<file path="src/design/sjf_pkg.sv">
// ----------------------------------------------------------------------------
// SJF scheduler package
// Shared types and field widths of the shortest-job-first scheduler.
// ----------------------------------------------------------------------------
package sjf_pkg;

  localparam int unsigned ID_W         = 16;
  localparam int unsigned BURST_W      = 16;
  localparam int unsigned ARR_W        = 16;
  localparam int unsigned TIME_W       = 24;
  localparam int unsigned SUM_W        = 30;
  localparam int unsigned PROC_COUNT_W = 7;

  localparam int unsigned REC_W        = ID_W + BURST_W + ARR_W;
  localparam int unsigned IN_TDATA_W   = 48;
  localparam int unsigned OUT_TDATA_W  = 136;
  localparam int unsigned OUT_FIELDS_W =
    ID_W + TIME_W + TIME_W + SUM_W + SUM_W + PROC_COUNT_W + 1;

  typedef enum logic [1:0] {
    ST_IDLE,
    ST_SCAN,
    ST_PICK,
    ST_EMIT
  } sjf_state_e;

  typedef struct packed {
    logic load_rec;
    logic scan_init;
    logic jump_time;
    logic serve;
    logic emit;
  } sjf_ctrl_t;

endpackage

</file>
<file path="src/design/sjf_nonpreemptive_scheduler.sv">
// ----------------------------------------------------------------------------
// Non-preemptive shortest-job-first scheduler
// Loads process records, then emits the service order with waiting and
// turnaround times and running totals.
// ----------------------------------------------------------------------------
// Records load at one per cycle into a table of MAX_PROCS entries; records
// beyond capacity are dropped and flagged on every result of the batch. The
// record with tlast starts scheduling from tick zero. Each result costs one
// sequential scan of the table through its single read port, plus a second
// scan whenever no process has arrived yet and time jumps to the earliest
// pending arrival. The input is not ready while a batch is being scheduled;
// the block accepts a new batch once the final result is in the output
// register.
module sjf_nonpreemptive_scheduler
  import sjf_pkg::*;
#(
  parameter int unsigned MAX_PROCS = 16
) (
  input  logic                   clk_i,
  input  logic                   rst_ni,
  input  logic                   s_axis_tvalid_i,
  output logic                   s_axis_tready_o,
  // proc_id[15:0], burst_time[31:16], arrival_time[47:32]
  input  logic [IN_TDATA_W-1:0]  s_axis_tdata_i,
  // last_item
  input  logic                   s_axis_tlast_i,
  output logic                   m_axis_tvalid_o,
  input  logic                   m_axis_tready_i,
  // served_id[15:0], wait_time[39:16], turnaround_time[63:40],
  // total_wait[93:64], total_turnaround[123:94], proc_count[130:124],
  // overflow_flag[131], zero[135:132]
  output logic [OUT_TDATA_W-1:0] m_axis_tdata_o,
  // last_result
  output logic                   m_axis_tlast_o
);

  localparam int unsigned IDX_W = (MAX_PROCS > 1) ? $clog2(MAX_PROCS) : 1;
  localparam int unsigned CNT_W = $clog2(MAX_PROCS + 1);

  sjf_state_e state_q, state_d;
  sjf_ctrl_t  ctrl;

  logic [CNT_W-1:0]     count_q;
  logic [CNT_W-1:0]     scan_q;
  logic [CNT_W-1:0]     pos_q;
  logic                 rd_v_q;
  logic [IDX_W-1:0]     rd_idx_q;
  logic [MAX_PROCS-1:0] served_q;
  logic                 dropped_q;
  logic [TIME_W-1:0]    time_q;
  logic [SUM_W-1:0]     wait_sum_q;
  logic [SUM_W-1:0]     turn_sum_q;
  logic [TIME_W-1:0]    wait_q;

  logic                 found_q;
  logic [IDX_W-1:0]     best_idx_q;
  logic [ID_W-1:0]      best_id_q;
  logic [BURST_W-1:0]   best_burst_q;
  logic [ARR_W-1:0]     best_arr_q;
  logic [ARR_W-1:0]     min_arr_q;

  logic                 m_valid_q;
  logic [OUT_TDATA_W-1:0] m_data_q;
  logic                 m_last_q;

  logic                 in_fire;
  logic                 out_free;
  logic                 scan_done;
  logic                 last_pos;
  logic [REC_W-1:0]     rd_data;
  logic [ID_W-1:0]      rd_id;
  logic [BURST_W-1:0]   rd_burst;
  logic [ARR_W-1:0]     rd_arr;
  logic                 rd_open;
  logic                 rd_arrived;
  logic [TIME_W-1:0]    turn;
  logic [SUM_W-1:0]     wait_sum_d;
  logic [SUM_W-1:0]     turn_sum_d;

  assign in_fire   = s_axis_tvalid_i && s_axis_tready_o;
  assign out_free  = !m_valid_q || m_axis_tready_i;
  assign scan_done = (scan_q == count_q) && !rd_v_q;
  assign last_pos  = (pos_q == count_q - CNT_W'(1));

  sjf_ram #(
    .WIDTH (REC_W),
    .DEPTH (MAX_PROCS)
  ) u_table (
    .clk_i     (clk_i),
    .wr_en_i   (ctrl.load_rec),
    .wr_addr_i (count_q[IDX_W-1:0]),
    .wr_data_i (s_axis_tdata_i[REC_W-1:0]),
    .rd_addr_i (scan_q[IDX_W-1:0]),
    .rd_data_o (rd_data)
  );

  assign rd_id      = rd_data[ID_W-1:0];
  assign rd_burst   = rd_data[ID_W +: BURST_W];
  assign rd_arr     = rd_data[ID_W+BURST_W +: ARR_W];
  assign rd_open    = rd_v_q && !served_q[rd_idx_q];
  assign rd_arrived = {{(TIME_W-ARR_W){1'b0}}, rd_arr} <= time_q;

  assign turn       = time_q - {{(TIME_W-ARR_W){1'b0}}, best_arr_q};
  assign wait_sum_d = wait_sum_q + {{(SUM_W-TIME_W){1'b0}}, wait_q};
  assign turn_sum_d = turn_sum_q + {{(SUM_W-TIME_W){1'b0}}, turn};

  always_comb begin
    state_d = state_q;
    unique case (state_q)
      ST_IDLE: if (in_fire && s_axis_tlast_i) state_d = ST_SCAN;
      ST_SCAN: if (scan_done) state_d = ST_PICK;
      ST_PICK: state_d = found_q ? ST_EMIT : ST_SCAN;
      ST_EMIT: begin
        if (out_free) state_d = last_pos ? ST_IDLE : ST_SCAN;
      end
      default: state_d = ST_IDLE;
    endcase
  end

  always_comb begin
    ctrl = '0;
    s_axis_tready_o = 1'b0;
    unique case (state_q)
      ST_IDLE: begin
        s_axis_tready_o = 1'b1;
        ctrl.load_rec   = in_fire && (count_q < CNT_W'(MAX_PROCS));
        ctrl.scan_init  = in_fire && s_axis_tlast_i;
      end
      ST_SCAN: ;
      ST_PICK: begin
        ctrl.serve     = found_q;
        ctrl.jump_time = !found_q;
        ctrl.scan_init = !found_q;
      end
      ST_EMIT: begin
        ctrl.emit      = out_free;
        ctrl.scan_init = out_free && !last_pos;
      end
      default: ;
    endcase
  end

  always_ff @(posedge clk_i or negedge rst_ni) begin
    if (!rst_ni) begin
      state_q    <= ST_IDLE;
      count_q    <= '0;
      scan_q     <= '0;
      pos_q      <= '0;
      rd_v_q     <= 1'b0;
      served_q   <= '0;
      dropped_q  <= 1'b0;
      time_q     <= '0;
      wait_sum_q <= '0;
      turn_sum_q <= '0;
      found_q    <= 1'b0;
      m_valid_q  <= 1'b0;
    end else begin
      state_q <= state_d;
      rd_v_q  <= (state_q == ST_SCAN) && (scan_q < count_q);

      if (ctrl.load_rec) begin
        count_q                     <= count_q + CNT_W'(1);
        served_q[count_q[IDX_W-1:0]] <= 1'b0;
      end else if (in_fire) begin
        dropped_q <= 1'b1;
      end

      if (ctrl.scan_init) begin
        scan_q  <= '0;
        found_q <= 1'b0;
      end else if (state_q == ST_SCAN) begin
        if (scan_q < count_q) scan_q <= scan_q + CNT_W'(1);
        if (rd_open && rd_arrived && (!found_q || rd_burst < best_burst_q)) begin
          found_q <= 1'b1;
        end
      end

      if (ctrl.jump_time) time_q <= {{(TIME_W-ARR_W){1'b0}}, min_arr_q};

      if (ctrl.serve) begin
        time_q               <= time_q + {{(TIME_W-BURST_W){1'b0}}, best_burst_q};
        served_q[best_idx_q] <= 1'b1;
      end

      if (ctrl.emit) begin
        if (last_pos) begin
          count_q    <= '0;
          pos_q      <= '0;
          served_q   <= '0;
          dropped_q  <= 1'b0;
          time_q     <= '0;
          wait_sum_q <= '0;
          turn_sum_q <= '0;
        end else begin
          pos_q      <= pos_q + CNT_W'(1);
          wait_sum_q <= wait_sum_d;
          turn_sum_q <= turn_sum_d;
        end
      end

      if (ctrl.emit) begin
        m_valid_q <= 1'b1;
      end else if (m_axis_tready_i) begin
        m_valid_q <= 1'b0;
      end
    end
  end

  always_ff @(posedge clk_i) begin
    rd_idx_q <= scan_q[IDX_W-1:0];

    if (ctrl.scan_init) begin
      min_arr_q <= '1;
    end else if (state_q == ST_SCAN) begin
      if (rd_open && rd_arrived && (!found_q || rd_burst < best_burst_q)) begin
        best_idx_q   <= rd_idx_q;
        best_id_q    <= rd_id;
        best_burst_q <= rd_burst;
        best_arr_q   <= rd_arr;
      end
      if (rd_open && rd_arr < min_arr_q) min_arr_q <= rd_arr;
    end

    if (ctrl.serve) wait_q <= time_q - {{(TIME_W-ARR_W){1'b0}}, best_arr_q};

    if (ctrl.emit) begin
      m_data_q <= {{(OUT_TDATA_W-OUT_FIELDS_W){1'b0}},
                   dropped_q,
                   PROC_COUNT_W'(count_q),
                   turn_sum_d,
                   wait_sum_d,
                   turn,
                   wait_q,
                   best_id_q};
      m_last_q <= last_pos;
    end
  end

  assign m_axis_tvalid_o = m_valid_q;
  assign m_axis_tdata_o  = m_data_q;
  assign m_axis_tlast_o  = m_last_q;

  a_count_bound : assert property (@(posedge clk_i) disable iff (!rst_ni)
    count_q <= CNT_W'(MAX_PROCS))
    else $error("table count beyond capacity");

  a_time_monotonic : assert property (@(posedge clk_i) disable iff (!rst_ni)
    (state_q != ST_IDLE && $past(state_q) != ST_IDLE) |-> time_q >= $past(time_q))
    else $error("schedule time went backwards");

  a_pick_unserved : assert property (@(posedge clk_i) disable iff (!rst_ni)
    (state_q == ST_PICK && found_q) |-> !served_q[best_idx_q])
    else $error("picked a process already served");

  a_batch_clear : assert property (@(posedge clk_i) disable iff (!rst_ni)
    (ctrl.emit && last_pos) |=>
      (state_q == ST_IDLE && count_q == '0 && served_q == '0 && !dropped_q))
    else $error("batch state not cleared after final result");

endmodule

</file>
<file path="src/design/sjf_ram.sv">
// ----------------------------------------------------------------------------
// SJF generic RAM
// Single write port, single read port, registered read data.
// ----------------------------------------------------------------------------
module sjf_ram #(
  parameter int unsigned WIDTH = 8,
  parameter int unsigned DEPTH = 16
) (
  input  logic                                   clk_i,
  input  logic                                   wr_en_i,
  input  logic [(DEPTH > 1 ? $clog2(DEPTH) : 1)-1:0] wr_addr_i,
  input  logic [WIDTH-1:0]                       wr_data_i,
  input  logic [(DEPTH > 1 ? $clog2(DEPTH) : 1)-1:0] rd_addr_i,
  output logic [WIDTH-1:0]                       rd_data_o
);

  logic [WIDTH-1:0] mem_q [DEPTH];

  always_ff @(posedge clk_i) begin
    if (wr_en_i) begin
      mem_q[wr_addr_i] <= wr_data_i;
    end
    rd_data_o <= mem_q[rd_addr_i];
  end

endmodule
</file>
<file path="config.mk">
export PLATFORM = sky130hd
export DESIGN_NAME = sjf_nonpreemptive_scheduler
export DESIGN_NICKNAME = d
export VERILOG_FILES = /design/src/design/sjf_pkg.sv /design/src/design/sjf_nonpreemptive_scheduler.sv /design/src/design/sjf_ram.sv
export SDC_FILE = /design/constraint.sdc
export NUM_CORES = 1
export LEC_CHECK = 0
export BUFFER_PORTS_ARGS = -buffer_cell sky130_fd_sc_hd__buf_2
export CORE_MARGIN = 1
export CORE_UTILIZATION = 58
export CTS_BUF_LIST = sky130_fd_sc_hd__clkbuf_2 sky130_fd_sc_hd__clkbuf_4 sky130_fd_sc_hd__clkbuf_8
export CTS_CLUSTER_DIAMETER = 150
export DETAILED_ROUTE_END_ITERATION = 10
export PLACE_DENSITY = 0.79
export SYNTH_ARGS = -nofsm -noshare
export SYNTH_HDL_FRONTEND = slang
export SYNTH_SLANG_ARGS = --single-unit
</file>
<file path="constraint.sdc">
create_clock -name clk_i -period 4.97 [get_ports clk_i]
set_input_delay 0.497 -clock clk_i [delete_from_list [all_inputs] [get_ports clk_i]]
set_output_delay 0.497 -clock clk_i [all_outputs]
set_load 0.02 [all_outputs]
</file>
Word level (Yosys, flattened, before mapping)
Memory sizes are Yosys's and may differ from the RTL's. A register that Yosys moved wholly into a read port is not among the register bits.
Index checks and enable logic that the tools add are counted.
{ "op_classes": {"addsub": 8, "n_lt_le_gt_ge": 10, "n_eq_ne": 8, "n_mux": 45, "bitwise_logic": 4, "n_reduce_logical": 29} }
{ "ops": {"columns": ["operator", "count"], "rows": [
  ["24-bit 2-to-1 mux", 4],
  ["16-bit 2-to-1 mux", 4],
  ["30-bit by 24-bit adder with 30-bit output", 2],
  ["30-bit 2-to-1 mux", 2],
  ["5-bit 2-to-1 mux", 7],
  ["16-bit < comparator", 2],
  ["24-bit by 16-bit adder with 24-bit output", 1],
  ["16-bit by 24-bit less-or-equal comparator with 1-bit output", 1],
  ["24-bit by 16-bit subtractor with 24-bit output", 1],
  ["1-bit 2-to-1 mux", 18],
  ["16-bit bitwise AND", 1],
  ["16-bit NOT", 1],
  ["16-bit OR", 1],
  ["5-bit by 1-bit adder with 5-bit output (second input constant)", 3],
  ["4-bit by 5-bit < comparator with 1-bit output (second input constant)", 3],
  ["1-bit logical AND", 12],
  ["5-bit equality test", 2],
  ["2-bit 2-to-1 mux", 5],
  ["1-bit demux with 4-bit select", 2],
  ["4-bit by 1-bit greater-or-equal comparator with 1-bit output (second input constant)", 2],
  ["2-bit one-hot mux with 4 select lines", 1],
  ["2-bit nonzero test", 4],
  ["2-bit != test (second input constant)", 3],
  ["2-bit AND reduction", 3],
  ["other kinds (12)", 19]
]} }
{ "word_totals": {"reg_bits": 348, "mem_bits_rw": 768, "in_bits": 53, "out_inout_bits": 139, "wordCells": 126, "mem_count": 1} }
{ "memory_table": {"columns": ["memory", "depth", "width", "rd", "rd_ports_with_merged_regs", "wr", "line_no", "text"], "rows": [
  ["u_table.mem_q", 16, 48, 1, 1, 1, "sjf_ram.sv:17", "logic [WIDTH-1:0] mem_q [DEPTH];"]
]} }

Longest topological paths before layout
Gate-level depths: netlist of run 1.
{ "logic_depth": {"ltp_word": 11, "depth_mapped": 20, "depth_no_buf": 20} }

Modules after synthesis
Synthesis of run 1 repeated with hierarchy kept, for this count alone.
{ "unflattened": {"cells_unflattened": 2876, "hier_area_um2": 47772.1} }
{ "modules_own_cells": {"columns": ["module", "n_inst", "cells_each", "area_per_inst_um2", "seq_area_each_um2"], "rows": [
  ["sjf_ram", 1, 1242, 29691.0, 24023.0],
  ["sjf_nonpreemptive_scheduler", 1, 1634, 18081.1, 9644.2]
]} }

Least setup slack after synthesis of run 1
No wires, ideal clock.
{ "synth_path": {"path_kind": "reg2reg", "from": "register state_q[1]", "to": "register m_data_q[0], in the netlist m_axis_tdata_o[0], enable pin", "setup_ns": 0.546, "arrival_ns": 4.960, "t_required_ns": 4.424, "path_slack_ns": -0.537, "stages_incl_launch_ff": 6, "n_path_buf": 3, "synth_period_minus_slack_ns": 5.507, "path_cell_list": "dfrtp_1 > clkbuf_1 > nand3_1 > inv_1 > clkbuf_1 > clkbuf_1"} }
{ "synth_lines": {"columns": ["item", "line_no", "text"], "rows": [
  ["from (decl)", "sjf_nonpreemptive_scheduler.sv:40", "sjf_state_e state_q, state_d;"],
  ["from (signal assigned)", "sjf_nonpreemptive_scheduler.sv:158", "state_q <= state_d;"],
  ["to (signal assigned)", "sjf_nonpreemptive_scheduler.sv:227", "m_data_q <= {{(OUT_TDATA_W-OUT_FIELDS_W){1'b0}},"],
  ["to (decl)", "sjf_nonpreemptive_scheduler.sv:63", "logic [OUT_TDATA_W-1:0] m_data_q;"]
]} }

Final worst setup path of run 1
{ "layout_path": {"from": "register time_q[0]", "to": "register turn_sum_q[28]"} }
{ "layout_between": {"elab_chain_len": 3} }
{ "layout_lines": {"columns": ["item", "line_no", "text"], "rows": [
  ["from (decl)", "sjf_nonpreemptive_scheduler.sv:50", "logic [TIME_W-1:0] time_q;"],
  ["from (signal assigned)", "sjf_nonpreemptive_scheduler.sv:178", "if (ctrl.jump_time) time_q <= {{(TIME_W-ARR_W){1'b0}}, min_arr_q};"],
  ["from (signal assigned)", "sjf_nonpreemptive_scheduler.sv:181", "time_q <= time_q + {{(TIME_W-BURST_W){1'b0}}, best_burst_q};"],
  ["24-bit by 16-bit subtractor with 24-bit output", "sjf_nonpreemptive_scheduler.sv:103", "assign turn = time_q - {{(TIME_W-ARR_W){1'b0}}, best_arr_q};"],
  ["via turn[14]", "sjf_nonpreemptive_scheduler.sv:76", "logic [TIME_W-1:0] turn;"],
  ["30-bit by 24-bit adder with 30-bit output", "sjf_nonpreemptive_scheduler.sv:105", "assign turn_sum_d = turn_sum_q + {{(SUM_W-TIME_W){1'b0}}, turn};"],
  ["30-bit 2-to-1 mux", "sjf_nonpreemptive_scheduler.sv:186", "if (last_pos) begin"],
  ["to (signal assigned)", "sjf_nonpreemptive_scheduler.sv:197", "turn_sum_q <= turn_sum_d;"],
  ["to (decl)", "sjf_nonpreemptive_scheduler.sv:52", "logic [SUM_W-1:0] turn_sum_q;"]
]} }
The timed path passes the listed nets, and every way through them passes these cells.
A chain may end at the register's enable or synchronous reset.

==> results of run 1 <==
==> where the power goes <==
part	leakage, nW	switching, W	total (W)	internal, W
logic	7.01	0.00262	0.00551	0.00289
registers	10.7	0.000696	0.0119	0.0112
clock network	2.05	0.00371	0.00829	0.00458
total	19.7	0.00703	0.0257	0.0186
==> cells in the final DEF (no fill, tap or decap), types with 21 or more instances in the layout <==
master / netlist / routed
sky130_fd_sc_hd__dlygate4sd3_1: 0 / 50
sky130_fd_sc_hd__o21ai_1: 34 / 33
sky130_fd_sc_hd__nand2_1: 125 / 123
sky130_fd_sc_hd__xor2_1: 24 / 24
sky130_fd_sc_hd__a22o_1: 32 / 32
sky130_fd_sc_hd__dfrtp_1: 121 / 117
sky130_fd_sc_hd__o21ai_0: 52 / 52
sky130_fd_sc_hd__a21o_1: 44 / 44
sky130_fd_sc_hd__buf_4: 6 / 43
sky130_fd_sc_hd__clkbuf_4: 0 / 80
sky130_fd_sc_hd__nand3_1: 29 / 28
sky130_fd_sc_hd__mux4_2: 241 / 241
sky130_fd_sc_hd__clkbuf_8: 0 / 202
sky130_fd_sc_hd__edfxtp_1: 975 / 975
sky130_fd_sc_hd__ha_1: 138 / 137
sky130_fd_sc_hd__nor3_1: 25 / 21
sky130_fd_sc_hd__a21oi_1: 130 / 128
sky130_fd_sc_hd__inv_1: 104 / 103
sky130_fd_sc_hd__a211oi_1: 23 / 23
sky130_fd_sc_hd__dfxtp_1: 68 / 68
sky130_fd_sc_hd__xnor2_1: 75 / 75
sky130_fd_sc_hd__buf_2: 14 / 184
sky130_fd_sc_hd__nor2_1: 109 / 95
==> cells by family (layout without fill, tap and decap cells) <==
logic type	after synthesis	in the layout	synth area share [%]
other	1	9	0.007825
buffers and inverters	214	720	1.807
adders and majority gates	142	142	3.770
AOI/OAI and AO/OA	454	454	6.457
xor gates and xnor gates	99	99	1.809
DFF	1164	1164	70.25
muxes	255	255	11.76
and+or+nand+nor	415	415	4.138
==> per-layer routing <==
metal  global-route usage, %  vias up  wire (um)
met5                       0        -         49
met4                   9.895        8       3182
met3                   4.646      249       7394
met2                   44.64     1177      55190
met1                   34.11    13735      42400
li1                        -    11612          -
==> timing repair <==
item,4_1_cts,5_1_grt
resized for setup,2,13
pin swaps,0,4
hold buffers,50,0
hold endpoints to repair,740,0
setup endpoints to repair,5,14
==> worst max-delay path: stages, from the launching register on <==
cell and delay, ns:
sky130_fd_sc_hd__dfrtp_1 0.41, sky130_fd_sc_hd__inv_1 0.06, sky130_fd_sc_hd__ha_1 0.22, sky130_fd_sc_hd__fa_1 0.40, sky130_fd_sc_hd__nor2b_1 0.12, sky130_fd_sc_hd__o21ai_1 0.10
sky130_fd_sc_hd__a21boi_2 0.25, sky130_fd_sc_hd__o41ai_4 0.11, sky130_fd_sc_hd__o311a_1 0.39, sky130_fd_sc_hd__a21oi_2 0.16, sky130_fd_sc_hd__buf_4 0.16, sky130_fd_sc_hd__or4_1 0.10
sky130_fd_sc_hd__nand3_1 0.10, sky130_fd_sc_hd__ha_2 0.41, sky130_fd_sc_hd__nand2_2 0.14, sky130_fd_sc_hd__o41ai_4 0.43, sky130_fd_sc_hd__a21bo_1 0.20, sky130_fd_sc_hd__o41ai_2 0.07
sky130_fd_sc_hd__buf_4 0.16, sky130_fd_sc_hd__or2_1 0.24, sky130_fd_sc_hd__a221o_1 0.34
==> flip-flops by register name, summed over array words and instances, names as in the netlist, 5 cells and up <==
| signal | cells |
|---|---|
| u_table.mem_q | 768 |
| time_q | 24 |
| pos_q | 5 |
| wait_sum_q | 30 |
| served_q | 16 |
| turn_sum_q | 30 |
| count_q | 5 |
| scan_q | 5 |
| wait_q | 24 |
| best_burst_q | 16 |
| min_arr_q | 16 |
| best_arr_q | 16 |
| best_id_q | 16 |
| m_axis_tdata_o | 130 |
| u_table.rd_data_o | 48 |
==> stage by stage <==
step	setup TNS [ns]	instances	setup WS, ns	instance area [um2]
floorplan	0	2749	0.4241	47960
global placement	0	3941	0.06307	50300
detailed placement	-0.1043	3941	-0.04797	50300
CTS	0	4325	0.02405	54640
global route	0	4327	0.0005405	54710
finish	0	4328	0.2348	54720
==> final timing paths <==
| path | depth (start not counted) | endpoint | slack, ns |
|---|---|---|---|
| setup / recovery | 20 | turn_sum_q[28] | 0.23 |
| setup reg to reg | 20 | turn_sum_q[28] | 0.23 |
| hold reg to reg | 0 | m_axis_tdata_o[3] | 0.41 |
| max in group asynchronous | 3 | turn_sum_q[16] | 3.21 |
| min in group asynchronous | 2 | wait_sum_q[23] | 0.46 |
| hold / removal | 1 | u_table.mem_q[13][36] | 0.06 |
==> layout make-up <==
class | instances | area (um2) | area share (%)
diodes | 3 | 7.507 | 0.01372
clock buffers | 282 | 3381 | 6.179
clock inverters | 52 | 442.9 | 0.8095
inverters | 105 | 399.1 | 0.7295
multi-input cells | 1371 | 13640 | 24.93
flip-flops and latches | 1164 | 33680 | 61.55
well taps | 1070 | 1339 | 2.447
repair buffers | 281 | 1824 | 3.334
==> flow_metrics.py, run 1 <==
metrics = {
    "run_status": {
        "run_status": "finished, final reports clean",
    },
    "sta": {
        "setup_viol": 0,
        "grt_setup_unrepaired": "false",
        "worstMarginPinSlew_ns": 1.191,
        "worst_slew_margin_rel_pct": 20.53,
        "final-max-slew-violation-count": 0,
        "fin_skew_ns": 0.03832,
        "holdWs_ns": 0.06488,
        "min_period_ns": 4.735,
        "clock.fmax_mhz": 211.2,
        "post-route-period-util_pct": 95.28,
        "final_hold_viol_count": 0,
    },
    "hold_path": {
        "timing.hold.worst.start": "s_axis_tdata_i[36]",
        "hold_path.class": "in -> reg",
    },
    "synth": {
        "netlist.top_cell.by_area": "sky130_fd_sc_hd__edfxtp_1",
        "netlist_top_cells_count": "sky130_fd_sc_hd__edfxtp_1 (975), sky130_fd_sc_hd__mux4_2 (241), sky130_fd_sc_hd__ha_1 (138)",
        "post_synth_num_cell_types": 83,
        "synthCells": 2744,
        "seq_area_frac_synth_pct": 70.25,
        "synth_warnings": 0,
        "synthArstFlopShare_pct": 10.40,
        "ys.flop_type": "sky130_fd_sc_hd__edfxtp_1",
        "number_of_synthesized_register_bits": 1164,
        "synthesis.area_um2": 47920,
        "synth_top_area_share_pct": 61.10,
        "syn-mean-instance-area_um2": 17.46,
        "synthTopCellsByArea": "sky130_fd_sc_hd__edfxtp_1 (61%), sky130_fd_sc_hd__mux4_2 (11%), sky130_fd_sc_hd__dfrtp_1 (6.3%)",
        "synth_enable_flop_cells": 975,
        "yosys.cell_count.top_type": "sky130_fd_sc_hd__edfxtp_1",
    },
    "clock_tree": {
        "tritoncts.num_buffers": 179,
        "clock_sinks": 1164,
        "clockRootBuffer": "sky130_fd_sc_hd__clkbuf_8",
        "clk_latency_ns": 0.83,
        "ctsHtreeMaxLevel": 4,
        "tritoncts": "built",
        "postCtsSetupBuffers": 0,
        "path_clk_slew_ns": 0.06,
        "clockBufferDepth": 3,
    },
    "route": {
        "average_detailed_routed_wire_length_per_instance_um": 25.00,
        "vias": 26781,
        "initialDrtViolationCount": 2443,
        "vias_per_std_cell": 6.188,
        "ant_nets": 0,
        "drt_drc_violations_left": 0,
        "routed_wirelength_um": 108200,
        "firstDrtPassIters": 5,
    },
    "power_and_ir_drop": {
        "fin_total_pwr_w": 0.02567,
        "power.leakage_nw": 19.75,
        "power.density_nw_per_um2": 469.2,
        "vdd.ir_drop.worst_mv": 0.5957,
    },
    "final_layout": {
        "fillerInstances": 5267,
        "area_delta_synth_final_pct": 14.17,
        "final_layout_size_suffix_gt1_share_pct": 26.67,
        "utilization_pct": 66.74,
        "fin_nets": 3297,
    },
    "worst_setup_path": {
        "worstSetupStartpointType": "flop",
        "worstPathMaxFanout": 7,
        "setup_crit_end_kind": "flop",
        "worst_ep_arrival_time_ns": 5.42,
        "critical_path_required_ns": 5.65,
        "regToRegStartpoint": "time_q[0]",
        "worstSetupPathType": "reg -> reg",
        "beginning_of_the_critical_path": "time_q[0]",
    },
    "global_route": {
        "number_of_global_route_vias_before_repair": 27409,
        "overflow": 0,
        "antenna_found_initial": 6,
        "global_route_wire_length_before_repair_um": 163000,
        "grt_max_degree": 94,
        "grt_use_total_pct": 26.31,
    },
    "job": {
        "timing.max_cap.violations": 0,
    },
    "place": {
        "io_buffer_count": 185,
        "post-dp-hpwl_um": 63660,
        "globalplace.congestion": 0.9532,
    },
    "floorplanning": {
        "vertical_die_dimension_um": 289.4,
        "floorplan.die.width_um": 289.4,
        "core_outline_area_um2": 81980,
        "initial_core_util_pct": 58.46,
        "number_of_core_rows": 105,
        "ioPinCount": 192,
        "die_area_um2": 83780,
    },
}
No activity file was read; power rests on OpenSTA's default activity.
==> run 2, diff against run 1 <==
==> constraint.sdc (replaced) <==
create_clock -name clk_i -period 4.97 [get_ports clk_i]
set_input_delay 0.994 -clock clk_i [delete_from_list [all_inputs] [get_ports clk_i]]
set_output_delay 0.994 -clock clk_i [all_outputs]
set_load 0.02 [all_outputs]
==> run 2 against run 1 <==
  * Fmax rose by 1.2%
  * Clock power up 3.9%
  * Die area unchanged
  * First-iteration DRC count shrank 5.8%
  * Combinational power about the same
  * Critical endpoint unchanged
==> flow_metrics.py, run 2 (synthesized netlist as in run 1, its figures left out) <==
metrics = {
    "floorplanning": {
        "ioPinCount": 192,
        "number_of_core_rows": 105,
        "floorplan.die.width_um": 289.4,
        "die_area_um2": 83780,
        "core_outline_area_um2": 81980,
        "initial_core_util_pct": 58.46,
        "vertical_die_dimension_um": 289.4,
    },
    "sta": {
        "worstMarginPinSlew_ns": 1.094,
        "final_hold_viol_count": 0,
        "clock.fmax_mhz": 213.6,
        "min_period_ns": 4.681,
        "fin_skew_ns": 0.04744,
        "setup_viol": 0,
        "post-route-period-util_pct": 94.19,
        "worst_slew_margin_rel_pct": 27.07,
        "setup_total_negative_slack_ns": 0,
        "final-max-slew-violation-count": 0,
    },
    "clock_tree": {
        "clockBufferDepth": 3,
        "cts-hold-fix-buffers": 0,
        "clk_latency_ns": 0.85,
        "tritoncts": "built",
        "path_clk_slew_ns": 0.06,
        "ctsHtreeMaxLevel": 4,
        "clock_sinks": 1164,
        "clockRootBuffer": "sky130_fd_sc_hd__clkbuf_8",
        "tritoncts.num_buffers": 180,
    },
    "global_route": {
        "grt_use_total_pct": 26.58,
        "global_route_wire_length_before_repair_um": 164300,
        "grt_max_degree": 161,
        "overflow": 0,
        "antenna_found_initial": 9,
        "number_of_global_route_vias_before_repair": 27448,
    },
    "place": {
        "post-dp-hpwl_um": 63840,
        "io_buffer_count": 185,
        "globalplace.congestion": 0.9286,
        "dpl_cells": 3935,
        "place_area_um2": 50380,
    },
    "power_and_ir_drop": {
        "power_frac_comb_pct": 21.3,
        "vdd.ir_drop.worst_mv": 0.3752,
        "switching_share_pct": 26.93,
        "p_int_w": 0.01890,
        "total_switching_power_w": 0.006966,
        "power.share.clock_pct": 33.3,
        "power.density_nw_per_um2": 474.7,
        "pwr-share-seq_pct": 45.4,
        "power.leakage_nw": 19.62,
        "fin_total_pwr_w": 0.02586,
    },
    "worst_setup_path": {
        "worst_ep_arrival_time_ns": 5.38,
        "worstPathMaxFanout": 7,
        "path_cells": "inv_1 > ha_1 > fa_1 > nor2b_1 > o21ai_1 > a21boi_2 > o41ai_2 > o311a_1 > a21oi_2 > buf_4 > nor2_1 > ha_1 > nand2_1 > o41ai_4 > a21bo_1 > o41ai_2 > buf_4 > or2_1 > a221o_1",
        "worstSetupStartpointType": "flop",
        "crit_slowest_cell": "sky130_fd_sc_hd__o41ai_4",
        "setup_crit_end_kind": "flop",
        "worst_path_largest_cell_delay_ns": 0.49,
        "worstSetupPathType": "reg -> reg",
        "critical_path_required_ns": 5.67,
    },
    "route": {
        "ant_nets": 0,
        "drt_drc_violations_left": 0,
        "vias": 26586,
        "vias_per_std_cell": 6.209,
        "routed_wirelength_um": 109300,
        "firstDrtPassIters": 6,
        "initialDrtViolationCount": 2301,
        "average_detailed_routed_wire_length_per_instance_um": 25.52,
    },
    "final_layout": {
        "final_cells": 4282,
        "stdcell_area_um2": 54490,
        "fin_nets": 3243,
        "fillerInstances": 5302,
        "final_layout_size_suffix_gt1_share_pct": 26.96,
        "utilization_pct": 66.46,
        "area_delta_synth_final_pct": 13.70,
        "register_area_um2": 33680,
        "combined_area_of_the_multi_input_logic_cells_um2": 13640,
        "most-common-layout-cells": "sky130_fd_sc_hd__edfxtp_1 (975), sky130_fd_sc_hd__mux4_2 (241), sky130_fd_sc_hd__clkbuf_8 (206), sky130_fd_sc_hd__buf_2 (184), sky130_fd_sc_hd__ha_1 (137)",
        "largest_reg_flops": 768,
        "layout_commonest_cell": "sky130_fd_sc_hd__edfxtp_1",
        "regMostFlops": "u_table.mem_q",
    },
    "job": {
        "timing.max_cap.violations": 0,
    },
    "run_status": {
        "run_status": "finished, final reports clean",
    },
    "hold_path": {
        "hold_path.class": "in -> async",
    },
}
-- run 2: changes by cell type in the layout (fill, tap and decap cells not counted), moves of 2 or more --
cell and delta:
sky130_fd_sc_hd__inv_8 -3, sky130_fd_sc_hd__clkinv_8 +3, sky130_fd_sc_hd__clkbuf_8 +4, sky130_fd_sc_hd__nand2_2 -2, sky130_fd_sc_hd__clkbuf_4 -5, sky130_fd_sc_hd__buf_4 -15, sky130_fd_sc_hd__dlygate4sd3_1 -50, sky130_fd_sc_hd__diode_2 +4
sky130_fd_sc_hd__buf_12 +10, sky130_fd_sc_hd__bufinv_16 +5
-- run 2: final timing paths --
path / endpoint / cells after the start / slack [ns] / from
setup / recovery: turn_sum_q[28] / 19 / 0.29 / time_q[0]
max in group asynchronous: time_q[18] / 2 / 3.76 / rst_ni
min in group clk_i: best_id_q[2] / 0 / 0.41 / u_table.rd_data_o[2]
setup reg to reg: turn_sum_q[28] / 19 / 0.29 / time_q[0]
hold reg to reg: best_id_q[2] / 0 / 0.41 / u_table.rd_data_o[2]
hold / removal: wait_sum_q[28] / 1 / 0.24 / rst_ni
-- run 2: layer usage --
metal  vias to the layer above  part of all wire [%]  track usage [%]
met4                         6                   3.3            10.97
met1                     13542                    39            34.37
met3                       259                   7.6            5.291
li1                      11528                     -                -
met2                      1251                    50            44.31
met5                         -                 0.034                0
-- run 2: layout make-up --
type / instances / area share, %
Sequential cell: 1164 / 61.81
Multi-Input combinational cell: 1371 / 25.03
Clock buffer: 281 / 6.237
Timing Repair Buffer: 226 / 2.590
Tap cell: 1070 / 2.457
Clock inverter: 58 / 1.109
Inverter: 105 / 0.7325
Antenna cell: 7 / 0.03215
-- run 2: through the flow --
| step | hold slack, ns | worst slack, ns |
|---|---|---|
| after global placement | 0.3866 | 0.2192 |
| final | 0.2385 | 0.2887 |
| after floorplan | 0.3693 | 0.4241 |
| after detailed placement | 0.3907 | 0.08415 |
| after global routing | 0.2613 | -0.01768 |
| after CTS | 0.2187 | 0.06507 |
-- run 2: worst max-delay path: cells and delay by family (launching register included) --
| kind | cells | cell delay [ns] |
|---|---|---|
| compound gates | 9 | 2.11 |
| simple gates | 4 | 0.64 |
| flops | 1 | 0.40 |
| buf+inv | 3 | 0.39 |
| fa+ha+maj | 3 | 1.04 |
-- run 2: power by group through the flow --
stage	Combinational, W	Clock (W)	Sequential, W
2_1_floorplan	0.00440	0	0.0116
3_3_place_gp	0.00536	0	0.0119
3_5_place_dp	0.00552	0	0.0119
4_1_cts	0.00554	0.00874	0.0117
5_1_grt	0.00596	0.00918	0.0118
6_report	0.00551	0.00861	0.0117
-- run 2: timing repair --
action | CTS | global route
resized for setup | 0 | 12
buffers inserted | 0 | 1
endpoints found under the setup margin | 0 | 14
